--- config.mk ---
export PLATFORM = sky130hd
export DESIGN_NAME = pts_ctrl
export DESIGN_NICKNAME = d
export VERILOG_FILES = /design/src/design/pts_pkg.sv /design/src/design/pts_ctrl.sv
export SDC_FILE = /design/constraint.sdc
export NUM_CORES = 1
export LEC_CHECK = 0
export BUFFER_PORTS_ARGS = -buffer_cell sky130_fd_sc_hd__buf_4
export CORE_AREA = 4 4 41 43
export CTS_CLUSTER_SIZE = 28
export DETAILED_ROUTE_END_ITERATION = 8
export DIE_AREA = 0 0 45 47
export REMOVE_ABC_BUFFERS = 1
export SYNTH_ARGS = -nofsm -noshare
export SYNTH_HDL_FRONTEND = slang
export SYNTH_SLANG_ARGS = --single-unit
--- constraint.sdc ---
create_clock -name clk -period 2.4 [get_ports clk]
set_input_delay 0.48 -clock clk [delete_from_list [all_inputs] [get_ports clk]]
set_output_delay 0.48 -clock clk [all_outputs]
set_load 0.05 [all_outputs]
--- src/design/pts_pkg.sv ---
// Package for the process table scheduler: codes, widths and shared types.
// Depends on nothing; used by pts_ctrl, pts_dp and process_table_scheduler.
package pts_pkg;

    localparam int TableDepthDefault = 16;
    localparam int RatioFracDefault  = 12;

    localparam logic [2:0] FUNC_START = 3'd0;
    localparam logic [2:0] FUNC_END   = 3'd1;
    localparam logic [2:0] FUNC_RATE  = 3'd2;
    localparam logic [2:0] FUNC_TICK  = 3'd3;
    localparam logic [2:0] FUNC_SCHED = 3'd4;

    localparam logic [2:0] POL_FIRST = 3'd0;
    localparam logic [2:0] POL_FIFO  = 3'd1;
    localparam logic [2:0] POL_LIFO  = 3'd2;
    localparam logic [2:0] POL_RR    = 3'd3;
    localparam logic [2:0] POL_SHARE = 3'd4;

    localparam logic [1:0] ST_OK       = 2'd0;
    localparam logic [1:0] ST_FULL     = 2'd1;
    localparam logic [1:0] ST_NOTFOUND = 2'd2;
    localparam logic [1:0] ST_REJECT   = 2'd3;

    localparam logic [6:0] BUDGET = 7'd100;

    typedef struct packed {
        logic start;     // latch item, clear scan state
        logic scan;      // examine slot at scan index
        logic apply;     // commit the event after the scan
        logic div_start; // launch one ratio division
        logic div_store; // write back quotient
        logic next_slot; // advance tick slot
    } pts_cmd_t;

    typedef struct packed {
        logic scan_last;
        logic slot_div;   // tick slot needs a division
        logic div_done;
        logic tick_last;
        logic is_tick;
    } pts_stat_t;

endpackage

--- src/design/pts_ctrl.sv ---
// Controller state machine for the process table scheduler.
// Depends on pts_pkg for command and status structs.
module pts_ctrl
    import pts_pkg::*;
(
    input  logic      clk,
    input  logic      rst_n,
    input  logic      in_fire,
    input  logic      out_busy,
    input  pts_stat_t stat,
    output pts_cmd_t  cmd,
    output logic      idle,
    output logic      emit
);
    typedef enum logic [5:0] {
        S_IDLE  = 6'b000001,
        S_SCAN  = 6'b000010,
        S_APPLY = 6'b000100,
        S_TCHK  = 6'b001000,
        S_TDIV  = 6'b010000,
        S_DONE  = 6'b100000
    } state_t;

    state_t state_reg, state_next;

    always_ff @(posedge clk or negedge rst_n)
    begin
        if (!rst_n)
            state_reg <= S_IDLE;
        else
            state_reg <= state_next;
    end

    always_comb
    begin
        state_next = state_reg;
        cmd  = '0;
        emit = 1'b0;
        case (state_reg)
            S_IDLE:
            begin
                if (in_fire)
                begin
                    cmd.start  = 1'b1;
                    state_next = S_SCAN;
                end
            end
            S_SCAN:
            begin
                cmd.scan = 1'b1;
                if (stat.scan_last)
                    state_next = stat.is_tick ? S_TCHK : S_APPLY;
            end
            S_TCHK:
            begin
                if (stat.slot_div)
                begin
                    cmd.div_start = 1'b1;
                    state_next    = S_TDIV;
                end
                else
                begin
                    cmd.next_slot = 1'b1;
                    if (stat.tick_last)
                        state_next = S_APPLY;
                end
            end
            S_TDIV:
            begin
                if (stat.div_done)
                begin
                    cmd.div_store = 1'b1;
                    cmd.next_slot = 1'b1;
                    state_next    = stat.tick_last ? S_APPLY : S_TCHK;
                end
            end
            S_APPLY:
            begin
                if (!out_busy)
                begin
                    cmd.apply  = 1'b1;
                    emit       = 1'b1;
                    state_next = S_DONE;
                end
            end
            S_DONE:
            begin
                state_next = S_IDLE;
            end
            default:
            begin
                state_next = S_IDLE;
            end
        endcase
    end

    assign idle = (state_reg == S_IDLE);

    ap_div_in_tick: assert property (@(posedge clk) disable iff (!rst_n)
        (state_reg == S_TDIV) |-> stat.is_tick)
        else $error("division outside tick");
    ap_emit_apply: assert property (@(posedge clk) disable iff (!rst_n)
        emit |-> (state_reg == S_APPLY))
        else $error("emit outside apply");
    ap_start_idle: assert property (@(posedge clk) disable iff (!rst_n)
        cmd.start |=> (state_reg == S_SCAN))
        else $error("start did not enter scan");
endmodule

==> impl_metrics.env, run 1 <==
export IMPL_synth_distinct_cells=24
export IMPL_hold_violations=0
export IMPL_gp_congestion=0.752
export IMPL_end_kind="primary output"
export IMPL_final_cells=83
export IMPL_synth_area_sq_um=388
export IMPL_tightest_slew_ns=0.326
export IMPL_clock_path_buffers=2
export IMPL_syn_avg_cell_area_sq_um=9.02
export IMPL_root_buffer="clkbuf_4"
export IMPL_die_width_microns=45
export IMPL_start_kind="register"
export IMPL_ys_ff_latch=6
export IMPL_grt_total_usage=0.104
export IMPL_leakage_nw=0.309
export IMPL_vias=414
export IMPL_power_w=0.000628
export IMPL_ios=17
export IMPL_wire_per_inst_microns=12.7
export IMPL_worstPathArrival_ns=1.91
export IMPL_fin_nets=78
export IMPL_outcome="finished, final reports clean"
export IMPL_min_period_ns=2.39
export IMPL_endpoint="emit"
export IMPL_drt_iter0_drc=9
export IMPL_grt_max_degree=7
export IMPL_dp_slack_ns=0.231
export IMPL_drive_gt1_frac=0.500
export IMPL_n_fill_cell=125
export IMPL_rrSetupSlack_ns=0.52
export IMPL_vdd_ir_drop_max_v=0.000596
export IMPL_ant_nets=0
export IMPL_drt_pre_antenna_iters=4
export IMPL_rows=13
export IMPL_die_area_sq_um=2120
export IMPL_initial_core_util=0.298
export IMPL_rr_worst_depth=5
export IMPL_rr_startpoint="state_reg[5]"
export IMPL_cts_sinks=6
export IMPL_ys_warnings_count=0
export IMPL_drv_slew=0
export IMPL_hp_class="input port to asynchronous set/reset pin"
export IMPL_gr_total_overflow=0
export IMPL_grt_pass1_wl_mm=1.50
export IMPL_die_y_microns=47
export IMPL_num_antenna_cells=0
export IMPL_path_clk_slew_ns=0.05
export IMPL_critPathLaunch="state_reg[5]"
export IMPL_numCtsBuffers=3
export IMPL_worst_hold_slack_ns=0.0257
export IMPL_required_ns=1.92
export IMPL_cts_tree="yes"
export IMPL_antenna_found_initial=0
export IMPL_first_global_vias=397
export IMPL_clkLatencyLatePin_ns=0.25
export IMPL_layout_cells_most_common_list="buf_4, dfrtp_1, inv_1"
export IMPL_setup_viol=0
export IMPL_post_route_period_util=0.997
export IMPL_power_density_nw_per_um2=990
export IMPL_largest_reg_flops=6
export IMPL_ys_seq_area_frac=0.390
export IMPL_core_area_sq_um=1300
export IMPL_viasPerCell=4.99
export IMPL_rr_endpoint="state_reg[2]"
export IMPL_drc=0
export IMPL_cts_htree_levels=1
export IMPL_portBuffers=16
export IMPL_finalWirelength_mm=1.05
export IMPL_setup_slack_ns=0.00761
export IMPL_final_common_cell="buf_4"
export IMPL_syn_to_final_growth_pct=63.5
export IMPL_cap_violations=0
export IMPL_syn_inst=43
export IMPL_rsz0062_at_grt="yes"
export IMPL_cp_max_fo=3
export IMPL_max_freq_ghz=0.418
export IMPL_worstSetupPathType="register to primary output"
export IMPL_slew_headroom=0.780
export IMPL_skew_ns=0.00145
export IMPL_place_inst=74
export IMPL_dp_hpwl_microns=762
## metrics by stage
stage               setup TNS (ns)   util  cell area, sq um
global route               -0.0911  0.488               634
CTS                              0  0.441               574
finish                           0  0.488               634
global placement                 0  0.405               527
floorplan                    -1.28      -               373
detailed placement               0  0.405               527
## kinds of logic after synthesis
logic type      Yosys count  share of synthesized area
flops                     6                      0.390
compound gates            9                      0.165
buf+inv                   6                     0.0774
simple gates             22                      0.368
## synthesized netlist by cell type
| cell | n | area share |
|---|---|---|
| o22a_1 | 1 | 0.023 |
| nand3_1 | 1 | 0.013 |
| nor3b_1 | 1 | 0.019 |
| o21ai_0 | 2 | 0.026 |
| or3b_4 | 1 | 0.029 |
| nor2_1 | 4 | 0.039 |
| o211ai_1 | 1 | 0.019 |
| or2_2 | 1 | 0.016 |
| a22o_2 | 1 | 0.026 |
| nand3b_1 | 2 | 0.039 |
| or4_4 | 1 | 0.029 |
| buf_4 | 2 | 0.039 |
| and2_1 | 3 | 0.048 |
| a21oi_1 | 1 | 0.013 |
| and3b_1 | 1 | 0.023 |
| a22oi_1 | 1 | 0.019 |
| dfrtp_1 | 5 | 0.32 |
| nor4b_1 | 2 | 0.045 |
| o21bai_1 | 2 | 0.039 |
| nand2_1 | 2 | 0.019 |
| nor4_1 | 2 | 0.032 |
| inv_1 | 4 | 0.039 |
| dfstp_2 | 1 | 0.068 |
| and3_1 | 1 | 0.016 |
## power by group
group / total [W] / switching, W / internal (W)
logic: 0.000363 / 0.000209 / 0.000154
clock network: 0.000107 / 0.0000431 / 0.0000634
registers: 0.000159 / 0.0000265 / 0.000132
total: 0.000628 / 0.000279 / 0.000350
## final cells by class
cell class	count	area (sq um)	share of cell area
well taps	15	18.8	0.0296
inverters	4	15.0	0.0237
repair buffers	23	188	0.296
flip-flops and latches	6	151	0.239
multi-input cells	31	235	0.371
clock buffers	4	26.3	0.0414
## worst min-delay path by stage
stage | slack [ns] | endpoint
2_1_floorplan | 0.18 | state_reg[1]
3_3_place_gp | 0.30 | state_reg[1]
3_5_place_dp | 0.29 | state_reg[5]
4_1_cts | 0.02 | state_reg[5]
5_1_grt | 0.02 | state_reg[1]
6_report | 0.03 | state_reg[4]
## per-layer routing
metal  routed length, microns  part of all wire  GRT usage  vias up
li1                         -                 -          -      206
met4                       21             0.020     0.0702        0
met2                      573              0.54      0.189       15
met1                      403              0.38     0.0993      190
met3                       53             0.050     0.0345        3
met5                        0                 0          0        -
## worst max-delay path, cell delays in order (launching register included)
cell and delay [ns]:
dfrtp_1 0.38, or4_4 0.53, or3b_4 0.43, nor2_4 0.16
buf_8 0.16
## repair_timing
action	in CTS	in global routing
setup endpoints to repair	3	4
pin swaps	0	3
resized for setup	5	4
buffers inserted	0	5
endpoints found under the hold margin	0	0
hold buffers	0	0
No activity file was read; power rests on OpenSTA's default activity.
==> inputs of run 2 (changes only) <==
--- a/config.mk
+++ b/config.mk
@@ -10,7 +10,9 @@
 export CTS_CLUSTER_SIZE = 28
 export DETAILED_ROUTE_END_ITERATION = 8
 export DIE_AREA = 0 0 45 47
+export RECOVER_POWER = 25
 export REMOVE_ABC_BUFFERS = 1
+export SLEW_MARGIN = 20
 export SYNTH_ARGS = -nofsm -noshare
 export SYNTH_HDL_FRONTEND = slang
 export SYNTH_SLANG_ARGS = --single-unit
==> impl_metrics.env, run 2 (synthesized netlist as in run 1, its figures left out) <==
export IMPL_outcome="finished, final reports clean"
export IMPL_ios=17
export IMPL_die_area_sq_um=2120
export IMPL_worst_hold_slack_ns=0.103
export IMPL_n_fill_cell=126
export IMPL_worstPathArrival_ns=1.91
export IMPL_wire_per_inst_microns=12.7
export IMPL_clock_path_buffers=2
export IMPL_viasPerCell=4.96
export IMPL_largest_reg_flops=6
export IMPL_cpMaxStageDelayCell="or4_4"
export IMPL_finalWirelength_mm=1.06
export IMPL_internal_power_w=0.000349
export IMPL_rr_startpoint="state_reg[5]"
export IMPL_gp_congestion=0.752
export IMPL_path_clk_slew_ns=0.05
export IMPL_switching_power_w=0.000279
export IMPL_skew_ns=0.00144
export IMPL_rsz0062_at_grt="yes"
export IMPL_antenna_found_initial=0
export IMPL_syn_to_final_growth_pct=62.6
export IMPL_ctsHoldBuffers=0
export IMPL_clkPwrFrac=0.170
export IMPL_grt_total_usage=0.104
export IMPL_grtUsageMet1=0.0993
export IMPL_tightest_slew_ns=0.352
export IMPL_post_route_period_util=0.997
export IMPL_vias=412
export IMPL_slew_headroom=0.766
export IMPL_root_buffer="clkbuf_4"
export IMPL_drv_slew=0
export IMPL_vdd_ir_drop_max_v=0.000597
export IMPL_use_met3=0.0345
export IMPL_min_period_ns=2.39
export IMPL_power_switching_share=0.444
export IMPL_first_global_vias=397
export IMPL_max_freq_ghz=0.418
export IMPL_cp_slowest_stage_delay_ns=0.53
export IMPL_multiInputGateArea_sq_um=235
export IMPL_hold_violations=0
export IMPL_fin_nets=78
export IMPL_fin_util=0.485
export IMPL_critPathLaunch="state_reg[5]"
export IMPL_power_frac_comb=0.578
export IMPL_final_common_cell="buf_4"
export IMPL_grtUsageMet2=0.189
export IMPL_grt_pass1_wl_mm=1.50
export IMPL_leakage_nw=0.305
export IMPL_setup_viol=0
export IMPL_drive_gt1_frac=0.485
export IMPL_drt_pre_antenna_iters=4
export IMPL_required_ns=1.92
export IMPL_seq_area_sq_um=151
export IMPL_layout_cells_most_common_list="buf_4, dfrtp_1, inv_1"
export IMPL_cts_sinks=6
export IMPL_cts_htree_levels=1
export IMPL_initial_core_util=0.298
export IMPL_rows=13
export IMPL_numCtsBuffers=3
export IMPL_seq_power_share=0.252
export IMPL_cts_tree="yes"
export IMPL_path_buf_inv=1
export IMPL_drt_iter0_drc=9
export IMPL_core_area_sq_um=1300
export IMPL_die_y_microns=47
export IMPL_portBuffers=16
export IMPL_end_kind="primary output"
export IMPL_path_delay_family="simple AND/OR/NAND/NOR gates"
export IMPL_gr_total_overflow=0
export IMPL_num_antenna_cells=0
export IMPL_cap_violations=0
export IMPL_path_cells="or4_4 > or3b_4 > nor2_4 > buf_8"
export IMPL_dp_hpwl_microns=762
export IMPL_cp_max_fo=3
export IMPL_die_width_microns=45
export IMPL_start_kind="register"
export IMPL_drc=0
export IMPL_grt_busiest_layer="met2"
export IMPL_clkLatencyLatePin_ns=0.25
export IMPL_power_density_nw_per_um2=996
export IMPL_grt_max_degree=7
export IMPL_ant_nets=0
export IMPL_hp_class="input port to asynchronous set/reset pin"
export IMPL_worstSetupPathType="register to primary output"
run 2: cell types whose count changed in the layout (fill, tap and decap cells not counted):
cell | previous run | this run
clkbuf_1 | 1 | 2
buf_4 | 21 | 20
run 2: area by class of cell:
type                    count  area share
multi-input cells          31       0.373
repair buffers             23       0.292
clock buffers               4      0.0417
inverters                   4      0.0238
well taps                  15      0.0298
flip-flops and latches      6       0.240
run 2: stage by stage:
step	area (sq um)	instances	worst slack, ns	setup TNS [ns]	power, W
2_1_floorplan	373	41	-0.641	-1.28	0.000385
3_3_place_gp	527	74	0.243	0	0.000477
3_5_place_dp	527	74	0.231	0	0.000474
4_1_cts	574	78	0.00530	0	0.000590
5_1_grt	631	83	-0.0446	-0.0911	0.000665
6_report	631	83	0.00752	0	0.000628
run 2: routing by layer:
metal | vias up | wire (microns)
li1 | 205 | -
met1 | 189 | 406
met2 | 15 | 575
met3 | 3 | 53
met4 | 0 | 21
met5 | - | 0
run 2: final timing paths:
check,to,slack (ns),depth (start not counted)
max,emit,0.008,4
min,state_reg[4],0.10,1
max reg2reg,state_reg[2],0.52,5
min reg2reg,state_reg[4],0.68,3
max in group asynchronous,state_reg[0],2.00,1
min in group clk,state_reg[5],0.41,2
run 2: power by group through the flow:
stage / sequential (W) / clock [W] / combinational [W]
2_1_floorplan: 0.000154 / 0 / 0.000232
3_3_place_gp: 0.000163 / 0 / 0.000314
3_5_place_dp: 0.000161 / 0 / 0.000313
4_1_cts: 0.000161 / 0.000110 / 0.000319
5_1_grt: 0.000162 / 0.000116 / 0.000387
6_report: 0.000159 / 0.000107 / 0.000363
run 2: what timing repair did:
item,in CTS,in global routing
endpoints found under the setup margin,3,4
resized for setup,5,4
buffers inserted,0,5
pin swaps,0,3
==> inputs of run 3 (changes only) <==
--- a/config.mk
+++ b/config.mk
@@ -7,9 +7,12 @@
 export LEC_CHECK = 0
 export BUFFER_PORTS_ARGS = -buffer_cell sky130_fd_sc_hd__buf_4
 export CORE_AREA = 4 4 41 43
+export CTS_BUF_LIST = sky130_fd_sc_hd__clkbuf_8 sky130_fd_sc_hd__clkbuf_16
 export CTS_CLUSTER_SIZE = 28
 export DETAILED_ROUTE_END_ITERATION = 8
 export DIE_AREA = 0 0 45 47
+export MAX_ROUTING_LAYER = met4
+export PLACE_DENSITY = 0.55
 export RECOVER_POWER = 25
 export REMOVE_ABC_BUFFERS = 1
 export SLEW_MARGIN = 20
==> impl_metrics.env, run 3 (synthesized netlist as in run 1, its figures left out) <==
export IMPL_antenna_found_initial=0
export IMPL_tightest_slew_ns=0.428
export IMPL_clkLatencyLatePin_ns=0.23
export IMPL_rsz0062_at_grt="yes"
export IMPL_numCtsBuffers=3
export IMPL_path_cells="or4_4 > or3b_4 > nor2_4 > buf_8"
export IMPL_path_buf_inv=1
export IMPL_ios=17
export IMPL_end_kind="primary output"
export IMPL_ant_nets=0
export IMPL_die_area_sq_um=2120
export IMPL_clock_path_buffers=2
export IMPL_wl_met3_microns=36
export IMPL_setup_slack_ns=0.0143
export IMPL_num_antenna_cells=0
export IMPL_fin_nets=74
export IMPL_cpMaxStageDelayCell="or4_4"
export IMPL_wire_per_inst_microns=12.9
export IMPL_setup_viol=0
export IMPL_leakage_nw=0.295
export IMPL_grt_max_degree=7
export IMPL_power_frac_comb=0.501
export IMPL_clkPwrFrac=0.245
export IMPL_cap_violations=0
export IMPL_critPathLaunch="state_reg[0]"
export IMPL_outcome="finished, final reports clean"
export IMPL_power_density_nw_per_um2=1060
export IMPL_dp_slack_ns=0.173
export IMPL_required_ns=1.92
export IMPL_hp_class="input port to asynchronous set/reset pin"
export IMPL_ctsHoldBuffers=0
export IMPL_die_y_microns=47
export IMPL_drive_gt1_frac=0.438
export IMPL_cts_tree="yes"
export IMPL_grt_pass1_wl_mm=1.56
export IMPL_power_switching_share=0.423
export IMPL_final_cells=79
export IMPL_place_inst=73
export IMPL_grt_total_usage=0.110
export IMPL_rr_startpoint="state_reg[0]"
export IMPL_worstPathArrival_ns=1.91
export IMPL_drt_iter0_drc=5
export IMPL_post_route_period_util=0.994
export IMPL_core_area_sq_um=1300
export IMPL_internal_power_w=0.000370
export IMPL_dp_hpwl_microns=777
export IMPL_cts_sinks=6
export IMPL_gp_congestion=0.699
export IMPL_cp_max_fo=5
export IMPL_drt_pre_antenna_iters=4
export IMPL_vdd_ir_drop_max_v=0.000532
export IMPL_cts_htree_levels=1
export IMPL_cp_slowest_stage_delay_ns=0.55
export IMPL_wl_met1_microns=470
export IMPL_tns_ns=0
export IMPL_die_width_microns=45
export IMPL_largest_reg_flops=6
export IMPL_hold_violations=0
export IMPL_seq_power_share=0.254
export IMPL_rows=13
export IMPL_worst_hold_slack_ns=0.134
export IMPL_portBuffers=16
export IMPL_dr_wl_met2_microns=486
export IMPL_first_global_vias=371
export IMPL_switching_power_w=0.000272
export IMPL_final_common_cell="buf_4"
export IMPL_worstSetupPathType="register to primary output"
export IMPL_layout_cells_most_common_list="buf_4, inv_1, dfrtp_1"
export IMPL_max_freq_ghz=0.419
export IMPL_gr_total_overflow=0
export IMPL_drv_slew=0
export IMPL_vias=402
export IMPL_path_delay_family="simple AND/OR/NAND/NOR gates"
export IMPL_highest_signal_layer="met4"
export IMPL_min_period_ns=2.39
export IMPL_root_buffer="clkbuf_8"
export IMPL_viasPerCell=5.09
export IMPL_slew_headroom=0.712
export IMPL_finalWirelength_mm=1.02
export IMPL_start_kind="register"
export IMPL_path_clk_slew_ns=0.04
export IMPL_skew_ns=0.00671
export IMPL_syn_to_final_growth_pct=55.8
export IMPL_drc=0
export IMPL_initial_core_util=0.298
## run 3: cell count changes in the layout (fill, tap and decap cells not counted), sizes merged
cell	change
inv	+1
buf	-4
clkbuf	-1
## run 3: final cells by class
| class | instances | area, sq um |
|---|---|---|
| Fill cell | 134 | 697 |
| Multi-Input combinational cell | 31 | 220 |
| Timing Repair Buffer | 19 | 154 |
| Sequential cell | 6 | 151 |
| Clock buffer | 3 | 41.3 |
| Tap cell | 15 | 18.8 |
| Inverter | 4 | 15.0 |
| Clock inverter | 1 | 3.75 |
## run 3: power by group through the flow
stage / registers, W / logic [W] / clock network (W)
6_report: 0.000163 / 0.000321 / 0.000157
5_1_grt: 0.000167 / 0.000339 / 0.000168
4_1_cts: 0.000162 / 0.000317 / 0.000162
3_5_place_dp: 0.000161 / 0.000312 / 0
3_3_place_gp: 0.000162 / 0.000315 / 0
2_1_floorplan: 0.000154 / 0.000232 / 0
## run 3: per-layer routing
metal / GRT usage / vias to the layer above
met3: 0.0345 / 5
met1: 0.132 / 194
met2: 0.150 / 8
met4: 0.0877 / 0
li1: - / 195
met5: - / -
## run 3: worst register-to-register path: cells and delay by family (launching register included)
| kind | cells | cell delay, ns |
|---|---|---|
| and+or+nand+nor | 2 | 0.98 |
| buffers and inverters | 1 | 0.15 |
| AOI/OAI and AO/OA | 2 | 0.31 |
| DFF | 1 | 0.38 |
## run 3: path summary, 6_finish.rpt
kind / to / slack, ns / cells past startpoint
setup reg to reg: state_reg[2] / 0.51 / 5
min in group clk: state_reg[4] / 0.45 / 2
setup / recovery: cmd[3] / 0.01 / 4
hold / removal: state_reg[4] / 0.13 / 1
hold reg to reg: state_reg[4] / 0.66 / 3
max in group asynchronous: state_reg[0] / 1.96 / 1
## run 3: per-stage QoR
step / total power [W] / util / area [sq um]
after floorplan: 0.000385 / - / 373
after global placement: 0.000478 / 0.399 / 519
after detailed placement: 0.000473 / 0.399 / 519
after CTS: 0.000640 / 0.446 / 581
after global routing: 0.000674 / 0.464 / 604
final: 0.000641 / 0.464 / 604
## run 3: what timing repair did
item                       CTS  global route
setup endpoints to repair    3             3
gates resized for setup      4             3
pin swaps                    0             3
setup buffers                0             2
